==> src/rtl/core/i2c_master_byte_engine_core_macros.svh <==
// ----------------------------------------------------------------------------
// I2C master byte engine assertion macros
// Shared concurrent assertion forms, clocked on clk, off during reset.
// ----------------------------------------------------------------------------
`ifndef I2C_MASTER_BYTE_ENGINE_CORE_MACROS_SVH
`define I2C_MASTER_BYTE_ENGINE_CORE_MACROS_SVH

// same-cycle implication
`define I2CM_ASSERT_IMPL(lbl, ante, cons) \
	lbl: assert property (@(posedge clk) disable iff (!arst_n) (ante) |-> (cons)) \
		else $error("i2cm assertion failed");

// next-cycle implication
`define I2CM_ASSERT_NEXT(lbl, ante, cons) \
	lbl: assert property (@(posedge clk) disable iff (!arst_n) (ante) |=> (cons)) \
		else $error("i2cm assertion failed");

`endif

==> src/rtl/core/i2cm_pkg.sv <==
// ----------------------------------------------------------------------------
// i2cm_pkg
// Types and constants shared by the I2C master byte engine.
// ----------------------------------------------------------------------------
package i2cm_pkg;

	typedef enum logic [2:0] {
		CMD_NONE  = 3'd0,
		CMD_START = 3'd1,
		CMD_STOP  = 3'd2,
		CMD_SEND  = 3'd3,
		CMD_RECV  = 3'd4
	} cmd_t;

	localparam logic [15:0] HALF_PERIOD_RST = 16'd5;

	// send sequence: 8 bits x (sda, scl up, scl down), then ack slot
	localparam logic [5:0] SEND_BIT_END = 6'd24;
	localparam logic [5:0] SEND_ACK_SDA = 6'd24;
	localparam logic [5:0] SEND_ACK_UP  = 6'd25;
	localparam logic [5:0] SEND_ACK_DN  = 6'd26;

	// receive sequence: 8 bits x (scl up, scl down), then ack slot
	localparam logic [5:0] RECV_BIT_END = 6'd16;
	localparam logic [5:0] RECV_ACK_SDA = 6'd16;
	localparam logic [5:0] RECV_ACK_UP  = 6'd17;
	localparam logic [5:0] RECV_ACK_DN  = 6'd18;
	localparam logic [5:0] RECV_REL_SDA = 6'd19;

	typedef struct packed {
		cmd_t        cmd;
		logic [5:0]  phase;
		logic [15:0] wait_cnt;
		logic        stretch;
		logic [7:0]  shift;
		logic        sda_drv;
		logic        scl_drv;
		logic        ack;
		logic        ack_give;
		logic [7:0]  rx_hold;
	} eng_st_t;

	typedef struct packed {
		logic       sda_pull_low;
		logic       scl_pull_low;
		logic       busy_res;
		logic       done_res;
		logic [7:0] rx_byte;
		logic       ack_seen;
	} eng_res_t;

	// remainder mod 3 of a 5-bit value, one bit per step
	function automatic logic [1:0] mod3(input logic [4:0] v);
		logic [2:0] t;
		logic [1:0] r;
		r = 2'd0;
		for (int i = 4; i >= 0; i--) begin
			t = {r, v[i]};
			r = (t >= 3'd3) ? 2'(t - 3'd3) : t[1:0];
		end
		return r;
	endfunction

endpackage

==> src/rtl/core/i2cm_step.sv <==
// ----------------------------------------------------------------------------
// i2cm_step
// One tick of the bus sequencer: next engine state and the tick's result.
// ----------------------------------------------------------------------------
module i2cm_step (
	input  i2cm_pkg::eng_st_t  st,
	input  logic [2:0]         func,
	input  logic [7:0]         tx_byte,
	input  logic               give_ack,
	input  logic               sda_level,
	input  logic               scl_level,
	input  logic [15:0]        half_period,
	output i2cm_pkg::eng_st_t  st_nxt,
	output i2cm_pkg::eng_res_t res
);

	logic       go;
	logic       done;
	logic [5:0] p;
	logic [1:0] k;

	always_comb begin
		st_nxt = st;
		go     = 1'b0;
		done   = 1'b0;

		// wait / stretch / launch
		if (st.cmd == i2cm_pkg::CMD_NONE) begin
			if (func inside {i2cm_pkg::CMD_START, i2cm_pkg::CMD_STOP,
					i2cm_pkg::CMD_SEND, i2cm_pkg::CMD_RECV}) begin
				st_nxt.cmd      = i2cm_pkg::cmd_t'(func);
				st_nxt.phase    = '0;
				st_nxt.wait_cnt = '0;
				st_nxt.stretch  = 1'b0;
				st_nxt.shift    = (func == i2cm_pkg::CMD_SEND) ? tx_byte : 8'd0;
				if (func == i2cm_pkg::CMD_RECV) begin
					st_nxt.ack_give = give_ack;
				end
				go = 1'b1;
			end
		end else if (st.wait_cnt != 16'd0) begin
			st_nxt.wait_cnt = st.wait_cnt - 16'd1;
		end else if (st.stretch) begin
			if (scl_level) begin
				st_nxt.stretch = 1'b0;
				go             = 1'b1;
			end
		end else begin
			go = 1'b1;
		end

		p = st_nxt.phase;
		k = i2cm_pkg::mod3(p[4:0]);

		if (go) begin
			st_nxt.phase = p + 6'd1;
			case (st_nxt.cmd)
				i2cm_pkg::CMD_START: begin
					case (p)
						6'd0: begin st_nxt.sda_drv = 1'b0; st_nxt.wait_cnt = half_period; end
						6'd1: begin
							st_nxt.scl_drv = 1'b0; st_nxt.stretch = 1'b1;
							st_nxt.wait_cnt = half_period;
						end
						6'd2: begin st_nxt.sda_drv = 1'b1; st_nxt.wait_cnt = half_period; end
						6'd3: begin
							st_nxt.scl_drv = 1'b1; st_nxt.stretch = 1'b0;
							st_nxt.wait_cnt = half_period;
						end
						default: done = 1'b1;
					endcase
				end
				i2cm_pkg::CMD_STOP: begin
					case (p)
						6'd0: begin st_nxt.sda_drv = 1'b1; st_nxt.wait_cnt = half_period; end
						6'd1: begin
							st_nxt.scl_drv = 1'b0; st_nxt.stretch = 1'b1;
							st_nxt.wait_cnt = half_period;
						end
						6'd2: begin st_nxt.sda_drv = 1'b0; st_nxt.wait_cnt = half_period; end
						default: done = 1'b1;
					endcase
				end
				i2cm_pkg::CMD_SEND: begin
					st_nxt.wait_cnt = half_period;
					if (p < i2cm_pkg::SEND_BIT_END) begin
						if (k == 2'd0) begin
							st_nxt.sda_drv = ~st_nxt.shift[7];
						end else if (k == 2'd1) begin
							st_nxt.scl_drv = 1'b0;
							st_nxt.stretch = 1'b1;
						end else begin
							st_nxt.shift   = {st_nxt.shift[6:0], 1'b0};
							st_nxt.scl_drv = 1'b1;
							st_nxt.stretch = 1'b0;
						end
					end else if (p == i2cm_pkg::SEND_ACK_SDA) begin
						st_nxt.sda_drv = 1'b0;
					end else if (p == i2cm_pkg::SEND_ACK_UP) begin
						st_nxt.scl_drv = 1'b0;
						st_nxt.stretch = 1'b1;
					end else if (p == i2cm_pkg::SEND_ACK_DN) begin
						st_nxt.ack     = ~sda_level;
						st_nxt.scl_drv = 1'b1;
						st_nxt.stretch = 1'b0;
					end else begin
						st_nxt.wait_cnt = st.wait_cnt;
						done            = 1'b1;
					end
				end
				i2cm_pkg::CMD_RECV: begin
					st_nxt.wait_cnt = half_period;
					if (p < i2cm_pkg::RECV_BIT_END) begin
						if (!p[0]) begin
							st_nxt.scl_drv = 1'b0;
							st_nxt.stretch = 1'b1;
						end else begin
							st_nxt.shift   = {st_nxt.shift[6:0], sda_level};
							st_nxt.scl_drv = 1'b1;
							st_nxt.stretch = 1'b0;
						end
					end else if (p == i2cm_pkg::RECV_ACK_SDA) begin
						st_nxt.sda_drv = st_nxt.ack_give;
					end else if (p == i2cm_pkg::RECV_ACK_UP) begin
						st_nxt.scl_drv = 1'b0;
						st_nxt.stretch = 1'b1;
					end else if (p == i2cm_pkg::RECV_ACK_DN) begin
						st_nxt.scl_drv = 1'b1;
						st_nxt.stretch = 1'b0;
					end else if (p == i2cm_pkg::RECV_REL_SDA) begin
						st_nxt.sda_drv = 1'b0;
					end else begin
						st_nxt.wait_cnt = st.wait_cnt;
						st_nxt.rx_hold  = st_nxt.shift;
						done            = 1'b1;
					end
				end
				default: done = 1'b1;
			endcase

			if (done) begin
				st_nxt.cmd   = i2cm_pkg::CMD_NONE;
				st_nxt.phase = '0;
			end
		end

		res.sda_pull_low = st_nxt.sda_drv;
		res.scl_pull_low = st_nxt.scl_drv;
		res.busy_res     = (st_nxt.cmd != i2cm_pkg::CMD_NONE);
		res.done_res     = done;
		res.rx_byte      = st_nxt.rx_hold;
		res.ack_seen     = st_nxt.ack;
	end

endmodule

==> src/rtl/core/i2c_master_byte_engine_core.sv <==
// ----------------------------------------------------------------------------
// i2c_master_byte_engine_core
// Open-drain I2C master sequencer advanced by one stream request per tick.
// ----------------------------------------------------------------------------
// Each accepted request is one tick of the bus sequencer and yields exactly
// one result request. The core sustains one request per clock while the
// result stream is not stalled: a request is captured in the _s1 input
// register, then the tick logic (i2cm_step) writes the engine state and the
// result register together as _s1 moves on. Backpressure
// on m_tready holds the result register, and the input register then holds
// its request; s_tready stays high whenever the _s1 stage is empty or moves.
// A command (start, stop, send, receive) is taken only while idle; after
// every SDA/SCL change the engine counts half_period_ticks ticks, and after
// releasing SCL it also waits until scl_level reads high (clock stretching).
// half_period_ticks resets to 5 and is written through cfg_wr_en/cfg_wr_data;
// the user must write it only while no request is in flight; the core does not enforce this.
// ----------------------------------------------------------------------------
`include "i2c_master_byte_engine_core_macros.svh"

module i2c_master_byte_engine_core (
	input  logic        clk,
	input  logic        arst_n,
	// configuration: half_period_ticks
	input  logic        cfg_wr_en,
	input  logic [15:0] cfg_wr_data,
	// request stream
	input  logic        s_tvalid,
	output logic        s_tready,
	input  logic [15:0] s_tdata,  // tx_byte[7:0], give_ack[8], sda_level[9], scl_level[10]
	input  logic [2:0]  s_tuser,  // func[2:0]
	// result stream
	output logic        m_tvalid,
	input  logic        m_tready,
	// sda_pull_low[0], scl_pull_low[1], busy_res[2], done_res[3], rx_byte[11:4], ack_seen[12]
	output logic [15:0] m_tdata
);

	logic [15:0]        half_period_q;
	i2cm_pkg::eng_st_t  st_q;
	i2cm_pkg::eng_st_t  st_nxt;
	i2cm_pkg::eng_res_t res;

	logic       valid_s1;
	logic [2:0] func_s1;
	logic [7:0] tx_s1;
	logic       gack_s1;
	logic       sda_s1;
	logic       scl_s1;
	logic       adv;

	// _s1 moves into the result register when that register is free or drains
	assign adv      = valid_s1 && (!m_tvalid || m_tready);
	assign s_tready = !valid_s1 || adv;

	i2cm_step u_step (
		.st          (st_q),
		.func        (func_s1),
		.tx_byte     (tx_s1),
		.give_ack    (gack_s1),
		.sda_level   (sda_s1),
		.scl_level   (scl_s1),
		.half_period (half_period_q),
		.st_nxt      (st_nxt),
		.res         (res)
	);

	// control: valids, engine state, config
	always_ff @(posedge clk or negedge arst_n) begin
		if (!arst_n) begin
			valid_s1      <= 1'b0;
			m_tvalid      <= 1'b0;
			half_period_q <= i2cm_pkg::HALF_PERIOD_RST;
			st_q          <= '0;
		end else begin
			if (s_tready) begin
				valid_s1 <= s_tvalid;
			end
			if (adv) begin
				m_tvalid <= 1'b1;
				st_q     <= st_nxt;
			end else if (m_tready) begin
				m_tvalid <= 1'b0;
			end
			if (cfg_wr_en) begin
				half_period_q <= cfg_wr_data;
			end
		end
	end

	// payload, no reset
	always_ff @(posedge clk) begin
		if (s_tvalid && s_tready) begin
			func_s1 <= s_tuser;
			tx_s1   <= s_tdata[7:0];
			gack_s1 <= s_tdata[8];
			sda_s1  <= s_tdata[9];
			scl_s1  <= s_tdata[10];
		end
		if (adv) begin
			m_tdata <= {3'b000, res.ack_seen, res.rx_byte, res.done_res,
				res.busy_res, res.scl_pull_low, res.sda_pull_low};
		end
	end

	// a completing tick always reports idle
	`I2CM_ASSERT_IMPL(a_done_not_busy, m_tvalid && m_tdata[3], !m_tdata[2])
	// idle engine carries no pending countdown or stretch wait
	`I2CM_ASSERT_IMPL(a_idle_clean, st_q.cmd == i2cm_pkg::CMD_NONE,
		st_q.wait_cnt == 16'd0 && !st_q.stretch)
	// a stalled input stage keeps its request
	`I2CM_ASSERT_NEXT(a_s1_hold, valid_s1 && !adv, valid_s1 && $stable(func_s1))

endmodule

==> config.mk <==
export PLATFORM = sky130hd
export DESIGN_NAME = i2c_master_byte_engine_core
export DESIGN_NICKNAME = d
export VERILOG_FILES = /design/src/rtl/core/i2cm_pkg.sv /design/src/rtl/core/i2cm_step.sv /design/src/rtl/core/i2c_master_byte_engine_core.sv
export VERILOG_INCLUDE_DIRS = /design/src /design/src/rtl/core
export SDC_FILE = /design/constraint.sdc
export NUM_CORES = 1
export LEC_CHECK = 0
export BUFFER_PORTS_ARGS = -buffer_cell sky130_fd_sc_hd__buf_4
export CELL_PAD_IN_SITES_DETAIL_PLACEMENT = 0
export CELL_PAD_IN_SITES_GLOBAL_PLACEMENT = 2
export CORE_ASPECT_RATIO = 1.5
export CORE_UTILIZATION = 35
export DETAILED_ROUTE_END_ITERATION = 10
export PLACE_DENSITY = 0.83
export SLEW_MARGIN = 20
export SYNTH_ARGS = -nofsm -noshare
export SYNTH_HDL_FRONTEND = slang
export SYNTH_HIERARCHICAL = 1
export SYNTH_SLANG_ARGS = --single-unit
==> constraint.sdc <==
create_clock -name clk -period 6.3 [get_ports clk]
set_input_delay 0.315 -clock clk [delete_from_list [all_inputs] [get_ports clk]]
set_output_delay 0.315 -clock clk [all_outputs]
set_load 0.005 [all_outputs]
# == After elaboration in Yosys (flattened, before gate mapping) ==
# Index checks and enable logic that the tools add are counted.
# word_totals
wordCells,170
inputBits,40
regBits,91
out_inout_bits,18
# op_classes
bitwise,2
n_eq_ne,21
n_reduce_logical,16
addsub,6
muxes,99
magnitude_cmp,6
# ops
op,count
two-way mux 16 bit,10
two-way mux 8 bit,13
one-hot mux 17 bit (4 select lines),1
two-way mux 1 bit,53
two-way mux 17 bit,3
"== test 6 x 5 -> 1 bit, second input constant",7
two-way mux 37 bit,1
two-way mux 34 bit,1
two-way mux 9 bit,3
one-hot mux 8 bit (2 select lines),1
nonzero test 16 bit,1
"subtractor 16 x 1 -> 16 bit, second input constant",1
two-way mux 2 bit,7
"== test 3 x 2 -> 1 bit, second input constant",4
"== test 6 x 2 -> 1 bit, second input constant",2
"< comparator 6 x 5 -> 1 bit, second input constant",2
"greater-or-equal comparator 3 x 2 -> 1 bit, second input constant",3
one-hot mux 1 bit (2 select lines),4
one-hot mux 2 bit (4 select lines),1
"subtractor 2 bit, second input constant",4
"!= test 7 bit, second input constant",1
"adder 6 x 1 -> 6 bit, second input constant",1
"== test 3 x 1 -> 1 bit, second input constant",2
"== test 3 bit, second input constant",2
18 further kinds,22

# == Depth between registers and ports, before layout ==
# Gate-level depths: netlist of run 1.
# depth
ltp_word,19
depth_mapped,24
ltp_nobuf,20

# == Modules after synthesis ==
# Netlist of run 1, hierarchy kept.
# modules_own_cells
module,instances,cells_per_inst,seq_area_each_um2,area_each_um2
i2c_master_byte_engine_core,1,171,2414.8,3349.5
i2cm_step,1,344,0.0,2084.5

# == Least setup slack after synthesis of run 1 ==
# Ideal clock, no wire load.
# synth_path
path_type,reg2reg
start,register st_q[43] (netlist name)
end,register st_q[13] (netlist name)
period_less_slack_ns,4.849
setup_slack_ns,1.451
n_path_buf,3
t_required_ns,6.175
path_stages_with_launch,23
setup_time_ns,0.125
t_arrival_ns,4.724
path_cell_list,dfrtp_1 > buf_6 > or3_4 > buf_6 > o31ai_1 > inv_1 > ha_1 > clkbuf_1 > nor4b_1 > a211oi_1 > o2bb2ai_2 > ha_1 > nor3_1 > nand2_1 > nand2_1 > ha_1 > a21oi_1 > or4b_1 > a211oi_2 > a21boi_2 > nor3_4 > mux2i_1 > mux2_4
# synth_rtl
element,line,text
start: declaration,i2c_master_byte_engine_core.sv:39,i2cm_pkg::eng_st_t st_q;
start signal: assignment,i2c_master_byte_engine_core.sv:80,st_q <= st_nxt;

==> results.md, run 1 <==
* H-tree depth at 3
* Max_cap viols at 0
* CP arrival at between 5 and 6 ns
* Detailed-route via count at between 4,000 and 5,000
* Worst Max-Slew Pin Slew at 0.944 ns
* Die width at just over 100 um
* Root buf cell: clkbuf_16
* Clock sink count at 91
* DP HPWL at about 9 mm
* Initial Util at 0.359
* Setup Buffers After CTS at 0
* Register area share after synthesis at 0.444
* Asr flop ratio synth at 0.703
* Total CTS buffers at 9
* Clock Path Buffers at 2
* Max-slew headroom at 0.369
* Register bit count reported by yosys at slightly above 90
* Initial antenna violation count at 0
* Final setup margin at roughly 0.77 ns
* Final GP Congestion at 0.865
* Tot GR Track Use at 0.166
* Period utilisation layout at 0.878
* DRT Pass-1 Iters at 5
* WL per Instance at 17.2 um
* CP required at approximately 6.5 ns
* Routed WL at 12.7 mm
* Peak Freq at 181 MHz
* Primary FF master, synth: dfrtp_1
* Ant. Diodes at 0
* Grt ovf at 0
* Pin count of the biggest net entering global routing at 65
* Die area at 16,000 um2
* Worst slack, placed at between 0.8 and 0.9 ns
* Status: complete, no violations
* Die Y at 155 um
* RSZ-0062 raised after global routing: false
* Clock transition at path regs at approximately 0.07 ns
* Synth warnings at 6
* Vias in the first global route at 4,161
* Startpoint types: register
* Final-report setup violation count at 0
* Final nets at between 500 and 600
* Worst Skew at around 0.012 ns
* Fraction of layout cells with a size suffix above 1 at 0.273
* Critical path type: reg2reg
* # rows at 55
* Setup TNS at 0 ns
* Worst-Skew Late Latency at roughly 0.35 ns
* Mapped Avg Cell Area at about 11 um2
* Number of buffers added on ports at roughly 50
* Fillcell total at about 1,500
* Vias per cell at roughly 5.5
* Synthesized cell area at 5430 um2
* Hold Vio Cnt, Final at 0
* Crit path capture type: register
* Resized cells post-CTS at 0
* Core area at roughly 15,000 um2
* Pwr per Cell Area at around 390 nW/um2
* First-pass GRT wire length at 21.0 mm
* Yosys cell types at between 60 and 70
* Antenna Nets Post-Route at 0
* Max VDD drop at between 0.15 and 0.2 mV
* Layout area overhead at 12.8%
* DRC viols at 0
* CTS tree: built
* Hold bufs inserted after CTS at 0
* Post-route minimum period at ~5.5 ns
* # IOs at 58
* WHS at roughly 0.054 ns
* Synth Instances at slightly above 500
* EDFF count, synth at 27
* Iter 0 DRT Violations at 185
* Worst min path class: in2async
* Max Fanout on Critical Path at 9
* Slew Limit Fails at 0
* Leak at 2.57 nW
-- layout make-up --
type                    count  area [um2]  share of cell area
repair buffers             52         390              0.0637
inverters                  14        52.6             0.00857
flip-flops and latches     91        2410               0.394
multi-input cells         370        2710               0.443
well taps                 199         249              0.0406
clock buffers               9         225              0.0367
clock inverters             7        83.8              0.0137
-- flip-flops by register name, summed over array words and instances (netlist names) --
name	count
func_s1	3
gack_s1	1
half_period_q	16
m_tdata	13
m_tvalid	1
scl_s1	1
sda_s1	1
st_q	46
tx_s1	8
valid_s1	1
-- cell usage after synthesis, types with 3 or more instances --
cell type	n	area, um2
a21oi_1	24	120
or2_2	3	18.8
nor2_1	40	150
and2_1	3	18.8
mux2_2	35	394
nand2_1	40	150
dfrtp_1	62	1550
clkbuf_1	18	67.6
o311ai_0	7	61.3
o22ai_1	4	25.0
nor3_1	11	55.1
a221o_1	5	50.1
a22oi_1	8	60.1
o211ai_1	12	90.1
o21ai_0	18	90.1
nand3_1	24	120
buf_2	3	15.0
nor4_1	7	43.8
buf_6	6	67.6
nand2b_1	6	37.5
mux2_4	29	435
or4_1	4	30.0
a31oi_1	9	56.3
ha_1	8	100
edfxtp_1	27	811
nor2b_1	5	31.3
o31ai_1	6	45.0
buf_4	15	113
and3_1	5	31.3
inv_1	14	52.6
or3_1	8	50.1
nor3b_1	5	37.5
mux2i_1	7	70.1
-- stage by stage --
stage,utilization,std cells,area [um2],power (W)
after CTS,0.405,742,6130,0.00239
after global routing,0.405,742,6130,0.00254
after detailed placement,0.384,726,5820,0.00182
after floorplan,-,517,5440,0.00159
final,0.405,742,6130,0.00237
after global placement,0.384,726,5820,0.00179
-- placed cells by master, fill, tap and decap left out, types with 3 or more instances in the layout --
cell type and n:
clkbuf_16 9, and2_1 3, o211ai_1 12, and3_1 5, nor2_1 40, a21oi_1 24, edfxtp_1 27, o21ai_0 18
or2_2 3, mux2_2 35, or4_1 4, mux2i_1 7, nand2b_1 6, o311ai_0 7, nor4_1 7, ha_1 8
nor3_1 11, nand2_1 39, nor3b_1 5, mux2_4 29, or3_1 8, a22oi_1 8, dfrtp_1 62, o31ai_1 6
inv_1 14, a31oi_1 9, buf_4 52, nor2b_1 5, o22ai_1 4, conb_1 3, nand3_1 24, a221o_1 5
-- power by group --
group          switching [W]  internal (W)  total [W]
registers           0.000141      0.000728   0.000869
logic               0.000516      0.000428   0.000944
clock network       0.000245      0.000314   0.000559
-- path summary, 6_finish.rpt --
kind                                  from          endpoint  slack (ns)  cells past startpoint
worst max register to register    st_q[43]          st_q[14]        0.77                     19
worst max-delay path              st_q[43]          st_q[14]        0.77                     19
min in group clk                s_tdata[9]            sda_s1        0.14                      1
worst min register to register     st_q[8]           st_q[8]        0.50                      1
worst min-delay path                arst_n           st_q[5]        0.05                      1
max in group asynchronous           arst_n  half_period_q[5]        5.67                      1
-- cells by family after synthesis --
| family | share of synthesized area |
|---|---|
| AO/OA/AOI/OAI | 0.148 |
| adder cells (fa/ha/maj) | 0.0184 |
| buffers and inverters | 0.0580 |
| flip-flops | 0.444 |
| multiplexers | 0.166 |
| other | 0.000690 |
| AND/OR/NAND/NOR | 0.165 |
-- critical path, stage by stage, from the launching register on --
cell and delay (ns):
dfrtp_1 0.49, or3_4 0.50, o31ai_1 0.49, inv_1 0.10, ha_1 0.33, nor4b_1 0.32
a211oi_1 0.10, o2bb2ai_2 0.28, ha_1 0.34, nor3_1 0.11, nand2_1 0.08, nand2_1 0.06
ha_1 0.27, a21oi_1 0.13, or4b_1 0.46, a211oi_2 0.30, a21boi_2 0.15, nor3_4 0.46
mux2i_1 0.15, mux2_4 0.29
-- routing by layer --
layer | wire (um) | track usage | up-vias | part of all wire
met5 | 0 | 0 | - | 0
met1 | 5390 | 0.194 | 2014 | 0.42
met4 | 306 | 0.0735 | 0 | 0.024
li1 | - | - | 1949 | -
met2 | 6710 | 0.299 | 89 | 0.53
met3 | 320 | 0.0265 | 18 | 0.025
No activity file was read; power rests on OpenSTA's default activity.
==> inputs of run 2 (changes only) <==
--- a/config.mk
+++ b/config.mk
@@ -9,7 +9,6 @@
 export BUFFER_PORTS_ARGS = -buffer_cell sky130_fd_sc_hd__buf_4
 export CELL_PAD_IN_SITES_DETAIL_PLACEMENT = 0
 export CELL_PAD_IN_SITES_GLOBAL_PLACEMENT = 2
-export CORE_ASPECT_RATIO = 1.5
 export CORE_UTILIZATION = 35
 export DETAILED_ROUTE_END_ITERATION = 10
 export PLACE_DENSITY = 0.83
==> run 2 against run 1 <==
Against the previous run: sequential power shrank 1%; sequential cell count stayed put; maximum frequency grew 0.52%; largest cell class unchanged; power decreased by 1.7%; sequential share of layout area rose by 0.32 points; critical path type unchanged; largest power group unchanged; wire length rose by 1.3%.
==> results.md, run 2 (same netlist as run 1, synthesis figures left out) <==
* Crit path cell chain: or3_4 > o31ai_1 > inv_1 > ha_1 > nor4b_1 > a211oi_1 > o2bb2ai_2 > ha_1 > nor3_1 > nand2_1 > nand2_1 > ha_1 > a21oi_1 > or4b_1 > a211oi_2 > a21boi_2 > nor3_4 > mux2i_1 > mux2_4
* # IOs at 58 (unchanged)
* Max VDD drop at 0.145 mV (-23%)
* Max-slew headroom at 0.364 (-0.00470)
* Final-report setup violation count at 0 (unchanged)
* RSZ-0062 raised after global routing: false
* CP top delay family: simple AND/OR/NAND/NOR gates
* Antenna Nets Post-Route at 0 (unchanged)
* Crit-path slowest cell: or3_4
* Number of buffers added on ports at 49 (unchanged)
* Fraction of layout cells with a size suffix above 1 at 0.271 (-0.00184)
* Pwr per Cell Area at 383 nW/um2 (-0.95%)
* # rows at 45 (-18%)
* Leading cell type in the layout, fill and taps excluded: dfrtp_1
* Critical path type: reg2reg
* Vias in the first global route at 4,038 (-3.0%)
* Clock Path Buffers at 2 (unchanged)
* Ant. Diodes at 0 (unchanged)
* H-tree depth at 3 (unchanged)
* Root buf cell: clkbuf_16
* Die area at 16,000 um2 (about the same)
* WL per Instance at 17.6 um (+2.8%)
* First-pass GRT wire length at 21.2 mm (+1.0%)
* Setup Buffers After CTS at 0 (unchanged)
* Worst-Skew Late Latency at 0.35 ns (about the same)
* Worst Skew at 0.00597 ns (-0.00646 ns)
* Final GP Congestion at 0.826 (-4.6%)
* Hold Vio Cnt, Final at 0 (unchanged)
* Resized cells post-CTS at 0 (unchanged)
* Period utilisation layout at 0.874 (-0.00455)
* Vias per cell at 5.55 (+1.2%)
* Core Util, Final at 0.400 (-0.00488)
* Initial Util at 0.357 (-0.00148)
* Leak at 2.56 nW (-0.57%)
* CP max stage delay at 0.51 ns (about the same)
* Detailed-route via count at 4,058 (-0.29%)
* Iter 0 DRT Violations at 245 (+32%)
* Routed WL at 12.9 mm (+1.3%)
* Hold bufs inserted after CTS at 0 (unchanged)
* Tot GR Track Use at 0.170 (+0.00445)
* Initial antenna violation count at 0 (unchanged)
* Setup TNS at 0 ns (unchanged)
* CP required at 6.53 ns (about the same)
* DRT Pass-1 Iters at 4 (-1)
* Top flop regs: st_q: 46 flops, half_period_q: 16 flops, m_tdata: 13 flops
* CTS tree: built
* Final nets at 586 (unchanged)
* Pin count of the biggest net entering global routing at 65 (unchanged)
* Clock transition at path regs at 0.07 ns (about the same)
* Total CTS buffers at 9 (unchanged)
* Largest register FFs at 46 (unchanged)
* Peak Freq at 182 MHz (+0.52%)
* Die Y at 127 um (-18%)
* DRC viols at 0 (unchanged)
* Status: complete, no violations
* Worst Reg-to-Reg Cells at 19 (unchanged)
* Die width at 127 um (+22%)
* Startpoint types: register
* DP HPWL at 8.80 mm (-2.5%)
* Grt ovf at 0 (unchanged)
* Slew Limit Fails at 0 (unchanged)
* Clock sink count at 91 (unchanged)
* CP most frequent cell: ha_1
* Max_cap viols at 0 (unchanged)
* Post-route minimum period at 5.50 ns (-0.0287 ns)
* Levels on crit path at 19 (unchanged)
* Most flop-heavy register: st_q
* CP bufs+invs at 1 (unchanged)
* Layout area overhead at 11.9%
* Worst Max-Slew Pin Slew at 0.951 ns (+0.00702 ns)
* Crit path capture type: register
* Max Fanout on Critical Path at 9 (unchanged)
* Most frequent cells in the layout: dfrtp_1, buf_4, nor2_1
* Worst min path class: in2async
* CP arrival at 5.73 ns (-0.03 ns)
* Core area at 15,200 um2 (+0.41%)
==> run 2: per-stage QoR <==
step | std cells | hold slack [ns] | cell area (um2) | total power [W] | setup slack [ns]
finish | 731 | 0.0608 | 6080 | 0.00233 | 0.795
global route | 731 | 0.124 | 6080 | 0.00249 | 0.328
CTS | 731 | 0.118 | 6080 | 0.00235 | 0.776
detailed placement | 715 | 0.494 | 5810 | 0.00183 | 0.809
global placement | 715 | 0.482 | 5810 | 0.00180 | 0.922
floorplan | 517 | 0.0194 | 5440 | 0.00159 | 1.45
==> run 2: worst reg2reg max path, cell delays in order, from the launching register on <==
cell,delay (ns)
dfrtp_1,0.49
or3_4,0.51
o31ai_1,0.49
inv_1,0.10
ha_1,0.33
nor4b_1,0.27
a211oi_1,0.09
o2bb2ai_2,0.28
ha_1,0.33
nor3_1,0.11
nand2_1,0.09
nand2_1,0.05
ha_1,0.27
a21oi_1,0.16
or4b_1,0.47
a211oi_2,0.33
a21boi_2,0.15
nor3_4,0.44
mux2i_1,0.14
mux2_4,0.29
==> run 2: final cells by class <==
class	instances	area, um2
fill	1489	9120
multi-input combinational	370	2710
sequential	91	2410
timing repair buffer	52	390
tap	188	235
clock buffer	9	225
inverter	14	52.6
clock inverter	7	48.8
==> run 2: layer usage <==
metal  track usage  vias up  share of wire
li1              -     1957              -
met4        0.0496        0          0.013
met3        0.0354       11          0.049
met2         0.289       92           0.49
met5             0        -              0
met1         0.219     1998           0.45
==> run 2: path summary, 6_finish.rpt <==
check	from	to	slack, ns
worst max register to register	st_q[43]	st_q[13]	0.80
min in group clk	s_tuser[2]	func_s1[2]	0.14
max in group asynchronous	arst_n	st_q[11]	5.67
worst min register to register	st_q[2]	st_q[2]	0.51
worst min-delay path	arst_n	half_period_q[9]	0.06
worst max-delay path	st_q[43]	st_q[13]	0.80
==> run 2: where the power goes <==
group,switching [W],internal (W),total (W)
Sequential,0.000132,0.000728,0.000860
Clock,0.000240,0.000269,0.000510
Combinational,0.000532,0.000430,0.000961
